===== src/rtl/core/cbs_pkg.sv =====
// Package for the configurable byte-stream CRC engine.
// Holds the configuration register indexes, reset values and the configuration record type.
// No dependencies.
package cbs_pkg;

    localparam int MAX_WIDTH_DEF = 64;
    localparam int CFG_DATA_W    = 64;
    localparam int CFG_IDX_W     = 3;
    localparam int CRC_WIDTH_W   = 7;
    localparam int BYTE_W        = 8;

    typedef enum logic [CFG_IDX_W-1:0] {
        CFG_CRC_WIDTH      = 3'd0,
        CFG_POLYNOMIAL     = 3'd1,
        CFG_SEED_VALUE     = 3'd2,
        CFG_FINAL_XOR      = 3'd3,
        CFG_REFLECT_INPUT  = 3'd4,
        CFG_REFLECT_RESULT = 3'd5
    } cfg_idx_t;

    localparam logic [CRC_WIDTH_W-1:0] RST_CRC_WIDTH     = 7'd32;
    localparam logic [CFG_DATA_W-1:0]  RST_POLYNOMIAL    = 64'h0000_0000_04C1_1DB7;
    localparam logic [CFG_DATA_W-1:0]  RST_SEED_VALUE    = 64'h0000_0000_FFFF_FFFF;
    localparam logic [CFG_DATA_W-1:0]  RST_FINAL_XOR     = 64'h0000_0000_FFFF_FFFF;
    localparam logic                   RST_REFLECT_IN    = 1'b1;
    localparam logic                   RST_REFLECT_OUT   = 1'b1;

    typedef struct packed {
        logic [CRC_WIDTH_W-1:0] crc_width;
        logic [CFG_DATA_W-1:0]  polynomial;
        logic [CFG_DATA_W-1:0]  seed_value;
        logic [CFG_DATA_W-1:0]  final_xor;
        logic                   reflect_input;
        logic                   reflect_result;
    } cfg_t;

endpackage


===== src/rtl/core/configurable_crc_byte_stream_top.sv =====
// A beat accepted goes into the input register and moves on to the output register once the
// output side is free. One byte per cycle while out_stall does not block the output; the eight
// shift-and-XOR steps and CRC register update sit in the single stage between the two registers.
// Reset: rst_n clears both pipeline valid flags, restores the configuration reset values
// and loads the CRC register with the reset seed value.
// Top level of the configurable byte-stream CRC engine; uses cbs_pkg, cbs_cfg and cbs_core.
module configurable_crc_byte_stream_top #(
    parameter int MAX_WIDTH = cbs_pkg::MAX_WIDTH_DEF
) (
    input  logic                              clk,
    input  logic                              rst_n,
    input  logic                              cfg_valid,
    output logic                              cfg_ready,
    input  logic [cbs_pkg::CFG_IDX_W-1:0]     cfg_index,
    input  logic [cbs_pkg::CFG_DATA_W-1:0]    cfg_data,
    input  logic                              in_valid,
    output logic                              in_stall,
    input  logic [cbs_pkg::BYTE_W-1:0]        data_byte,
    input  logic                              restart,
    output logic                              out_valid,
    input  logic                              out_stall,
    output logic [cbs_pkg::CFG_DATA_W-1:0]    crc_value
);

    cbs_pkg::cfg_t                   cfg;
    logic                            s1_valid_reg;
    logic                            s1_valid_next;
    logic [cbs_pkg::BYTE_W-1:0]      s1_byte_reg;
    logic                            s1_restart_reg;
    logic                            out_valid_reg;
    logic                            out_valid_next;
    logic [cbs_pkg::CFG_DATA_W-1:0]  crc_value_reg;
    logic [MAX_WIDTH-1:0]            crc_reg;
    logic [MAX_WIDTH-1:0]            crc_next;
    logic [cbs_pkg::CFG_DATA_W-1:0]  result;
    logic                            out_free;
    logic                            s1_adv;
    logic                            in_take;

    cbs_cfg u_cfg (
        .clk       (clk),
        .rst_n     (rst_n),
        .cfg_valid (cfg_valid),
        .cfg_ready (cfg_ready),
        .cfg_index (cfg_index),
        .cfg_data  (cfg_data),
        .cfg       (cfg)
    );

    cbs_core #(
        .MAX_WIDTH (MAX_WIDTH)
    ) u_core (
        .cfg       (cfg),
        .crc_reg   (crc_reg),
        .data_byte (s1_byte_reg),
        .restart   (s1_restart_reg),
        .crc_next  (crc_next),
        .crc_value (result)
    );

    assign out_free  = !out_valid_reg || !out_stall;
    assign s1_adv    = s1_valid_reg && out_free;
    assign in_stall  = s1_valid_reg && !out_free;
    assign in_take   = in_valid && !in_stall;
    assign out_valid = out_valid_reg;
    assign crc_value = crc_value_reg;

    always_comb
    begin
        s1_valid_next = s1_valid_reg;
        if (in_take)
        begin
            s1_valid_next = 1'b1;
        end
        else if (s1_adv)
        begin
            s1_valid_next = 1'b0;
        end
        out_valid_next = out_valid_reg;
        if (s1_adv)
        begin
            out_valid_next = 1'b1;
        end
        else if (!out_stall)
        begin
            out_valid_next = 1'b0;
        end
    end

    always_ff @(posedge clk or negedge rst_n)
    begin
        if (!rst_n)
        begin
            s1_valid_reg  <= 1'b0;
            out_valid_reg <= 1'b0;
            crc_reg       <= MAX_WIDTH'(cbs_pkg::RST_SEED_VALUE);
        end
        else
        begin
            s1_valid_reg  <= s1_valid_next;
            out_valid_reg <= out_valid_next;
            if (s1_adv)
            begin
                crc_reg <= crc_next;
            end
        end
    end

    always_ff @(posedge clk)
    begin
        if (in_take)
        begin
            s1_byte_reg    <= data_byte;
            s1_restart_reg <= restart;
        end
        if (s1_adv)
        begin
            crc_value_reg <= result;
        end
    end

`ifndef SYNTHESIS
    // A beat held in the input register stays there until the output side frees up.
    a_s1_hold: assert property (@(posedge clk) disable iff (!rst_n)
        s1_valid_reg && !out_free |=> s1_valid_reg)
        else $error("input stage dropped a beat while the output was blocked");

    // The input side is stalled only while the input register holds a beat.
    a_stall_cause: assert property (@(posedge clk) disable iff (!rst_n)
        in_stall |-> s1_valid_reg)
        else $error("input stalled with an empty input register");

    // A beat moving out of the input register always shows up at the output.
    a_adv_out: assert property (@(posedge clk) disable iff (!rst_n)
        s1_adv |=> out_valid_reg)
        else $error("advanced beat did not reach the output register");

    // The CRC register changes only when a beat is processed.
    a_crc_quiet: assert property (@(posedge clk) disable iff (!rst_n)
        !s1_adv |=> $stable(crc_reg))
        else $error("CRC register changed without a beat");
`endif

endmodule


===== src/rtl/core/cbs_cfg.sv =====
// Configuration register file of the byte-stream CRC engine.
// Depends on cbs_pkg for the register indexes, reset values and cfg_t.
module cbs_cfg (
    input  logic                              clk,
    input  logic                              rst_n,
    input  logic                              cfg_valid,
    output logic                              cfg_ready,
    input  logic [cbs_pkg::CFG_IDX_W-1:0]     cfg_index,
    input  logic [cbs_pkg::CFG_DATA_W-1:0]    cfg_data,
    output cbs_pkg::cfg_t                     cfg
);

    cbs_pkg::cfg_t cfg_reg;
    cbs_pkg::cfg_t cfg_next;

    assign cfg_ready = 1'b1;
    assign cfg       = cfg_reg;

    always_comb
    begin
        cfg_next = cfg_reg;
        if (cfg_valid && cfg_ready)
        begin
            case (cbs_pkg::cfg_idx_t'(cfg_index))
                cbs_pkg::CFG_CRC_WIDTH:
                    cfg_next.crc_width = cfg_data[cbs_pkg::CRC_WIDTH_W-1:0];
                cbs_pkg::CFG_POLYNOMIAL:     cfg_next.polynomial     = cfg_data;
                cbs_pkg::CFG_SEED_VALUE:     cfg_next.seed_value     = cfg_data;
                cbs_pkg::CFG_FINAL_XOR:      cfg_next.final_xor      = cfg_data;
                cbs_pkg::CFG_REFLECT_INPUT:  cfg_next.reflect_input  = cfg_data[0];
                cbs_pkg::CFG_REFLECT_RESULT: cfg_next.reflect_result = cfg_data[0];
                default: ;
            endcase
        end
    end

    always_ff @(posedge clk or negedge rst_n)
    begin
        if (!rst_n)
        begin
            cfg_reg.crc_width      <= cbs_pkg::RST_CRC_WIDTH;
            cfg_reg.polynomial     <= cbs_pkg::RST_POLYNOMIAL;
            cfg_reg.seed_value     <= cbs_pkg::RST_SEED_VALUE;
            cfg_reg.final_xor      <= cbs_pkg::RST_FINAL_XOR;
            cfg_reg.reflect_input  <= cbs_pkg::RST_REFLECT_IN;
            cfg_reg.reflect_result <= cbs_pkg::RST_REFLECT_OUT;
        end
        else
        begin
            cfg_reg <= cfg_next;
        end
    end

endmodule


===== src/rtl/core/cbs_core.sv =====
// Combinational byte update of the CRC engine: aligns the register to the top bit,
// runs eight shift-and-XOR steps and forms the finished CRC. Depends on cbs_pkg.
module cbs_core #(
    parameter int MAX_WIDTH = cbs_pkg::MAX_WIDTH_DEF
) (
    input  cbs_pkg::cfg_t                   cfg,
    input  logic [MAX_WIDTH-1:0]            crc_reg,
    input  logic [cbs_pkg::BYTE_W-1:0]      data_byte,
    input  logic                            restart,
    output logic [MAX_WIDTH-1:0]            crc_next,
    output logic [cbs_pkg::CFG_DATA_W-1:0]  crc_value
);

    localparam logic [cbs_pkg::CRC_WIDTH_W-1:0] MaxW = cbs_pkg::CRC_WIDTH_W'(MAX_WIDTH);
    localparam logic [cbs_pkg::CRC_WIDTH_W-1:0] MinW = cbs_pkg::CRC_WIDTH_W'(cbs_pkg::BYTE_W);

    logic [cbs_pkg::CRC_WIDTH_W-1:0] eff_w;
    logic [cbs_pkg::CRC_WIDTH_W-1:0] shift;
    logic [MAX_WIDTH-1:0]            mask;
    logic [MAX_WIDTH-1:0]            poly_al;
    logic [MAX_WIDTH-1:0]            start;
    logic [MAX_WIDTH-1:0]            acc;
    logic [MAX_WIDTH-1:0]            acc_rev;
    logic [MAX_WIDTH-1:0]            result;
    logic [cbs_pkg::BYTE_W-1:0]      msg;
    logic                            fb;

    always_comb
    begin
        if (cfg.crc_width < MinW)
        begin
            eff_w = MinW;
        end
        else if (cfg.crc_width > MaxW)
        begin
            eff_w = MaxW;
        end
        else
        begin
            eff_w = cfg.crc_width;
        end
        shift = MaxW - eff_w;
        mask  = {MAX_WIDTH{1'b1}} >> shift;
    end

    // Values are shifted up so that the CRC's top bit is always bit MAX_WIDTH-1.
    always_comb
    begin
        poly_al = cfg.polynomial[MAX_WIDTH-1:0] << shift;
        if (restart)
        begin
            start = cfg.seed_value[MAX_WIDTH-1:0] << shift;
        end
        else
        begin
            start = crc_reg << shift;
        end
        for (int b = 0; b < cbs_pkg::BYTE_W; b++)
        begin
            msg[b] = cfg.reflect_input ? data_byte[cbs_pkg::BYTE_W-1-b] : data_byte[b];
        end
        acc = start;
        for (int i = cbs_pkg::BYTE_W - 1; i >= 0; i--)
        begin
            fb  = acc[MAX_WIDTH-1] ^ msg[i];
            acc = acc << 1;
            if (fb)
            begin
                acc = acc ^ poly_al;
            end
        end
    end

    // The full reversal of the aligned register is the mirror over the width.
    always_comb
    begin
        for (int k = 0; k < MAX_WIDTH; k++)
        begin
            acc_rev[k] = acc[MAX_WIDTH-1-k];
        end
        crc_next = acc >> shift;
        result   = cfg.reflect_result ? acc_rev : crc_next;
        result   = (result ^ cfg.final_xor[MAX_WIDTH-1:0]) & mask;
    end

    assign crc_value = cbs_pkg::CFG_DATA_W'(result);

endmodule


===== config.mk =====
export PLATFORM = sky130hd
export DESIGN_NAME = configurable_crc_byte_stream_top
export DESIGN_NICKNAME = d
export VERILOG_FILES = /design/src/rtl/core/cbs_pkg.sv /design/src/rtl/core/configurable_crc_byte_stream_top.sv /design/src/rtl/core/cbs_cfg.sv /design/src/rtl/core/cbs_core.sv
export SDC_FILE = /design/constraint.sdc
export NUM_CORES = 2
export LEC_CHECK = 0
export ABC_CLOCK_PERIOD_IN_PS = 14100
export BUFFER_PORTS_ARGS = -buffer_cell sky130_fd_sc_hd__buf_2
export CORE_MARGIN = 5
export CORE_UTILIZATION = 29
export CTS_BUF_LIST = sky130_fd_sc_hd__clkbuf_16
export CTS_CLUSTER_DIAMETER = 200
export DETAILED_ROUTE_END_ITERATION = 16
export PLACE_DENSITY = 0.55
export SYNTH_ARGS = -nofsm -noshare
export SYNTH_HDL_FRONTEND = slang
export SYNTH_SLANG_ARGS = --single-unit
export TNS_END_PERCENT = 20

===== constraint.sdc =====
create_clock -name clk -period 14.1 [get_ports clk]
set_input_delay 1.41 -clock clk [delete_from_list [all_inputs] [get_ports clk]]
set_output_delay 1.41 -clock clk [all_outputs]
set_load 0.01 [all_outputs]

## Word level (Yosys, flattened, before mapping)

Index checks and enable logic that the tools add are counted.

- Order comparisons: 2
- Eq/ne operators: 6
- $add $sub $neg: 1
- Mux-type cells: 24
- Reductions and logical operators: 16
- Shift operators: 5
- Bitwise logic cells: 18

Operator list:

| kind | count |
|---|---|
| $mux W64 | 10 |
| $xor A64 B64 Y64 | 9 |
| $shl A64 B7 Y64 | 3 |
| $and A64 B64 Y64 | 1 |
| $shr A64 B7 Y64 | 1 |
| $shr A64 B7 Y64 const A | 1 |
| $mux W7 | 2 |
| $mux W1 | 12 |
| $reduce_and A2 Y1 | 6 |
| $xor A1 B1 Y1 | 8 |
| $gt A7 B7 Y1 const B | 1 |
| $lt A7 B4 Y1 const B | 1 |
| $sub A7 B7 Y7 const A | 1 |
| $eq A3 B2 Y1 const B | 2 |
| $eq A3 B3 Y1 const B | 2 |
| $logic_not A1 Y1 | 4 |
| $eq A3 B1 Y1 const B | 1 |
| $logic_and A1 B1 Y1 | 3 |
| $logic_not A3 Y1 | 1 |
| $ne A2 B1 Y1 const B | 1 |
| $reduce_bool A2 Y1 | 1 |
| $logic_or A1 B1 Y1 | 1 |

- Bits of input ports: 81
- Logic and storage cells: 84
- Output and inout port bits: 67
- Register bits: 340

## Depth between registers and ports, before layout

- Depth in word-level cells: 26
- Depth in mapped cells: 54
- Mapped depth without buffers: 31

## Hierarchy

Synthesis repeated with hierarchy kept, for this count alone.

- Cells, all modules: 5015
- Area total of the unflattened synthesis: 41767.6 um^2

Modules (own cells, without submodules):

| module | instances | area each (um^2) | cells an instance |
|---|---|---|---|
| cbs_core | 1 | 29086.6 | 4368 |
| cbs_cfg | 1 | 7722.4 | 431 |
| configurable_crc_byte_stream_top | 1 | 4958.5 | 216 |

## Least setup slack after synthesis

Ideal clock, no wire load.

- Path kind: reg2reg
- From: reg u_cfg.cfg_reg (netlist bit u_cfg.cfg[197])
- To: reg crc_value_reg (netlist bit crc_value[5]), data pin
- Cell stages (with the launch flop): 50
- Setup slack: 3.184 ns
- Required time: 13.834 ns
- Data arrival time: 10.651 ns
- Buffers on the path: 19
- Cells stage by stage: dfrtp_1 -> nor3_4 -> nor2_4 -> inv_2 -> buf_4 -> buf_2 -> buf_2 -> buf_2 -> buf_2 -> buf_1 -> buf_1 -> buf_1 -> buf_1 -> ha_1 -> inv_1 -> ha_1 -> buf_2 -> buf_4 -> [... 14 more ...] -> and4_1 -> o2111a_1 -> buf_6 -> or3_1 -> buf_2 -> nand2_2 -> nand4_4 -> a21oi_4 -> buf_2 -> o21ai_1 -> xnor2_1 -> mux2_2 -> mux2_2 -> a22o_1 -> a211o_1 -> o22a_1 -> nand3_1 -> or3b_1

- Longest elaborated chain between the ends: 26
- Elaborated cells between the ends (all ways): 38

Ends and longest elaborated chain:

| item | RTL line | text |
|---|---|---|
| start: declaration | cbs_cfg.sv:13 | `cbs_pkg::cfg_t cfg_reg;` |
| start signal: assignment | cbs_cfg.sv:50 | `cfg_reg <= cfg_next;` |
| $gt A7 B7 Y1 | cbs_core.sv:34 | `else if (cfg.crc_width > MaxW)` |
| $mux W7 | cbs_core.sv:34 |  |
| $mux W7 * | cbs_core.sv:30 | `if (cfg.crc_width < MinW)` |
| $sub A7 B7 Y7 * | cbs_core.sv:42 | `shift = MaxW - eff_w;` |
| $shl A64 B7 Y64, on equally long branches | cbs_core.sv:56, cbs_core.sv:52 |  |
| $mux W64 | cbs_core.sv:50 | `if (restart)` |
| $xor A64 B64 Y64 / $xor A1 B1 Y1 (equally long branches) | cbs_core.sv:69, cbs_core.sv:65 |  |
| $mux W64 | cbs_core.sv:67 | `if (fb)` |
| [... 11 more ...] | n/a |  |
| $mux W64 | cbs_core.sv:67 |  |
| $xor A1 B1 Y1 / $xor A64 B64 Y64 (equally long branches) | cbs_core.sv:65, cbs_core.sv:69 |  |
| $mux W64 | cbs_core.sv:67 |  |
| $shr A64 B7 Y64 | cbs_core.sv:81 | `crc_next = acc >> shift;` |
| $mux W64 | cbs_core.sv:82 | `result = cfg.reflect_result ? acc_rev : crc_next;` |
| $xor A64 B64 Y64 | cbs_core.sv:83 | `result = (result ^ cfg.final_xor[MAX_WIDTH-1:0]) & mask;` |
| $and A64 B64 Y64 * | cbs_core.sv:83 |  |
| net result (one bit) | configurable_crc_byte_stream_top.sv:35 | `logic [cbs_pkg::CFG_DATA_W-1:0] result;` |
| end signal: assignment | configurable_crc_byte_stream_top.sv:118 | `crc_value_reg <= result;` |
| end: declaration | configurable_crc_byte_stream_top.sv:32 | `logic [cbs_pkg::CFG_DATA_W-1:0] crc_value_reg;` |

The timed path passes the listed nets; every way through them passes the cells marked *.
A chain may end at the register's enable or synchronous reset.

## Worst setup path in the final report

- From: reg u_cfg.cfg_reg (netlist bit u_cfg.cfg[200])
- To: reg crc_value_reg (netlist bit crc_value[10]), data pin

The elaborated chain is that of the path after synthesis.

==> impl_metrics.yaml <==
status:
  outcome: "complete, but fails checks"
  violations: "max-capacitance violations, max-slew violations"
route:
  vias: 44943
  dr.pass1.iters: 8
  drtIter0Drc: 8018
  wire_per_inst_microns: 39.66
  drc: 0
  ant_nets: 0
  routed_wl_microns: 268700
  vias_per_cell: 6.634
timing:
  max_freq_mhz: 72.51
  hold_violations: 0
  min_period_over_period_pct: 97.82
  finalSetupTns_ns: 0
  worst_slew_pin_slew_ns: 1.496
  slew-limit-headroom_pct: -0.3852
  rsz0062_at_grt: "false"
  fin_crit_ns: 13.79
  maxSlewViolCount: 1
  setup_viol: 0
  fin_skew_ns: 0.02680
floorplanning:
  dieArea_sq_mm: 0.1483
  core_region_area_sq_mm: 0.1397
  io_pins: 148
  die_w_microns: 385.2
  die_y_microns: 385.2
  rows: 137
  start_util_pct: 29.22
cells_and_area:
  nNetsFinal: 4939
  drive_gt1_share_pct: 22.68
  largest_reg_flops: 201
  stdcell_area_sq_mm: 0.04522
  num-fill-cells: 14815
  multi_input_area_sq_mm: 0.02980
  instances_no_fill: 6775
  syn_to_final_growth_pct: 10.80
  seq_area_sq_mm: 0.009015
yosys:
  syn_area_sq_mm: 0.04082
  synth_cells: 4873
  synth.most_common_cell: "nand2_1"
  syn_area_per_cell_sq_um: 8.376
  ys.warnings.count: 0
  ys_dominant_reg_cell: "dfrtp_1"
  ys_seq_area_share_pct: 22.09
  synthTopCellsByCount: "nand2_1, nor2_1, xnor2_1"
  yosysTopAreaCell: "dfrtp_1"
  synth.distinct_cells: 121
  synth_nets: 4958
  async_flop_share_pct: 78.53
  synth_area_leaders: "dfrtp_1, mux2_2, xnor2_1"
  synth_top_area_share_pct: 9.441
  ys_seq_elements: 340
  synth-edff-count: 73
worst_setup_path:
  cp.arrival_ns: 14.17
  critPathLaunchType: "flop"
  endpoint_kind: "flop"
  cp.required_ns: 14.48
  path_buf_inv: 5
  crit_path_max_incr_delay_ns: 1.20
  path_delay_family: "compound AO/OA/AOI/OAI gates"
  path_class: "flop to flop"
  cp_slowest_cell: "a2111oi_1"
  crit_fanout: 46
cts:
  cts-buffers-inserted: 40
  clk_pin_slew_ns: 0.07
  clock_path_buffers: 3
  clock_sinks: 340
  post_cts_buffers: 0
  htree_levels: 2
  clkLatencyLatePin_ns: 0.62
  tritoncts: "done"
  hold_buffers: 0
  clock-root-buffer: "clkbuf_16"
  ctsResizeCount: 0
global_route:
  overflow: 0
  track_usage_pct: 34.68
  grt_max_degree: 108
  grt_pass1_vias: 41238
  antenna_found_initial: 12
  grt_pass1_wl_microns: 360500
run:
  drv_cap: 1
place:
  port_buffers: 146
  place_area_sq_mm: 0.04385
  globalplace.congestion: 1.093
  hpwl_microns: 208900
  dp.cells: 6688
worst_hold_path:
  hold_class: "flop to flop"
[cell type report]
class / count / share of cell area, %
antenna: 13 / 0.07193
clock buffer: 40 / 2.213
clock inverter: 34 / 0.7608
inverter: 34 / 0.3071
multi-input combinational: 4062 / 65.90
sequential: 340 / 19.93
tap: 1876 / 5.190
timing repair buffer: 376 / 5.622
[path summary, 6_finish.rpt]
path                       depth (start not counted)  slack [ns]           start              to
max reg2reg                                       31        0.31  u_cfg.cfg[200]   crc_value[10]
min reg2reg                                        2        0.48      crc_reg[8]      crc_reg[8]
min                                                2        0.48      crc_reg[8]      crc_reg[8]
min in group asynchronous                          1        0.80           rst_n  u_cfg.cfg[155]
max                                               31        0.31  u_cfg.cfg[200]   crc_value[10]
max in group asynchronous                          2       11.74           rst_n   u_cfg.cfg[54]
[cell usage in the layout (no fill, tap or decap), types with 75 or more instances in the layout]
cell type  netlist  layout
a21oi_1        259     259
mux4_2         129     129
mux2i_1        218     218
dfrtp_1        154     154
xor2_1          80      79
a22oi_1         93      92
o211ai_1        85      85
nand2_1        543     541
nor3_1         121     119
nor2_1         434     428
dfstp_2        113     113
nand3_1        125     125
buf_4           27     224
o21ai_0        270     264
a211oi_1        81      81
xnor2_1        342     341
mux2_2         287     287
o21ai_1         70      75
buf_2           80     145
[layer usage]
layer / vias up / GRT usage (%) / wire [microns]
li1: 18294 / - / -
met1: 22290 / 45.40 / 104400
met2: 3509 / 48.54 / 107100
met3: 844 / 8.814 / 30750
met4: 6 / 26.56 / 26460
met5: - / 0 / 46
[logic make-up (layout without fill, tap and decap cells)]
family                     after synthesis  in the layout  synth area share [%]
and+or+nand+nor                       1536           1536                 17.22
AOI/OAI and AO/OA                     1438           1438                 24.40
muxes                                  642            642                 20.74
buffers and inverters                  471            484                 5.355
xor gates and xnor gates               441            441                 10.07
DFF                                    340            340                 22.09
adders and majority gates                4              4                0.1226
other                                    1             14              0.009187
[metrics by stage]
stage,util (%),hold slack (ns),worst slack (ns)
floorplan,-,0.4460,3.184
global placement,31.39,0.4690,0.9174
detailed placement,31.39,0.4727,0.9805
CTS,32.35,0.4828,0.8981
global route,32.35,0.5110,0.2278
finish,32.37,0.4819,0.3079
[worst min-delay path, stage by stage (launching register included)]
cell and delay [ns]:
dfstp_2 0.38, nand2_1 0.05, nand2_1 0.05
Power is not shown: default switching activity piles up to over one toggle a cycle in this logic, so the estimate is an artifact.
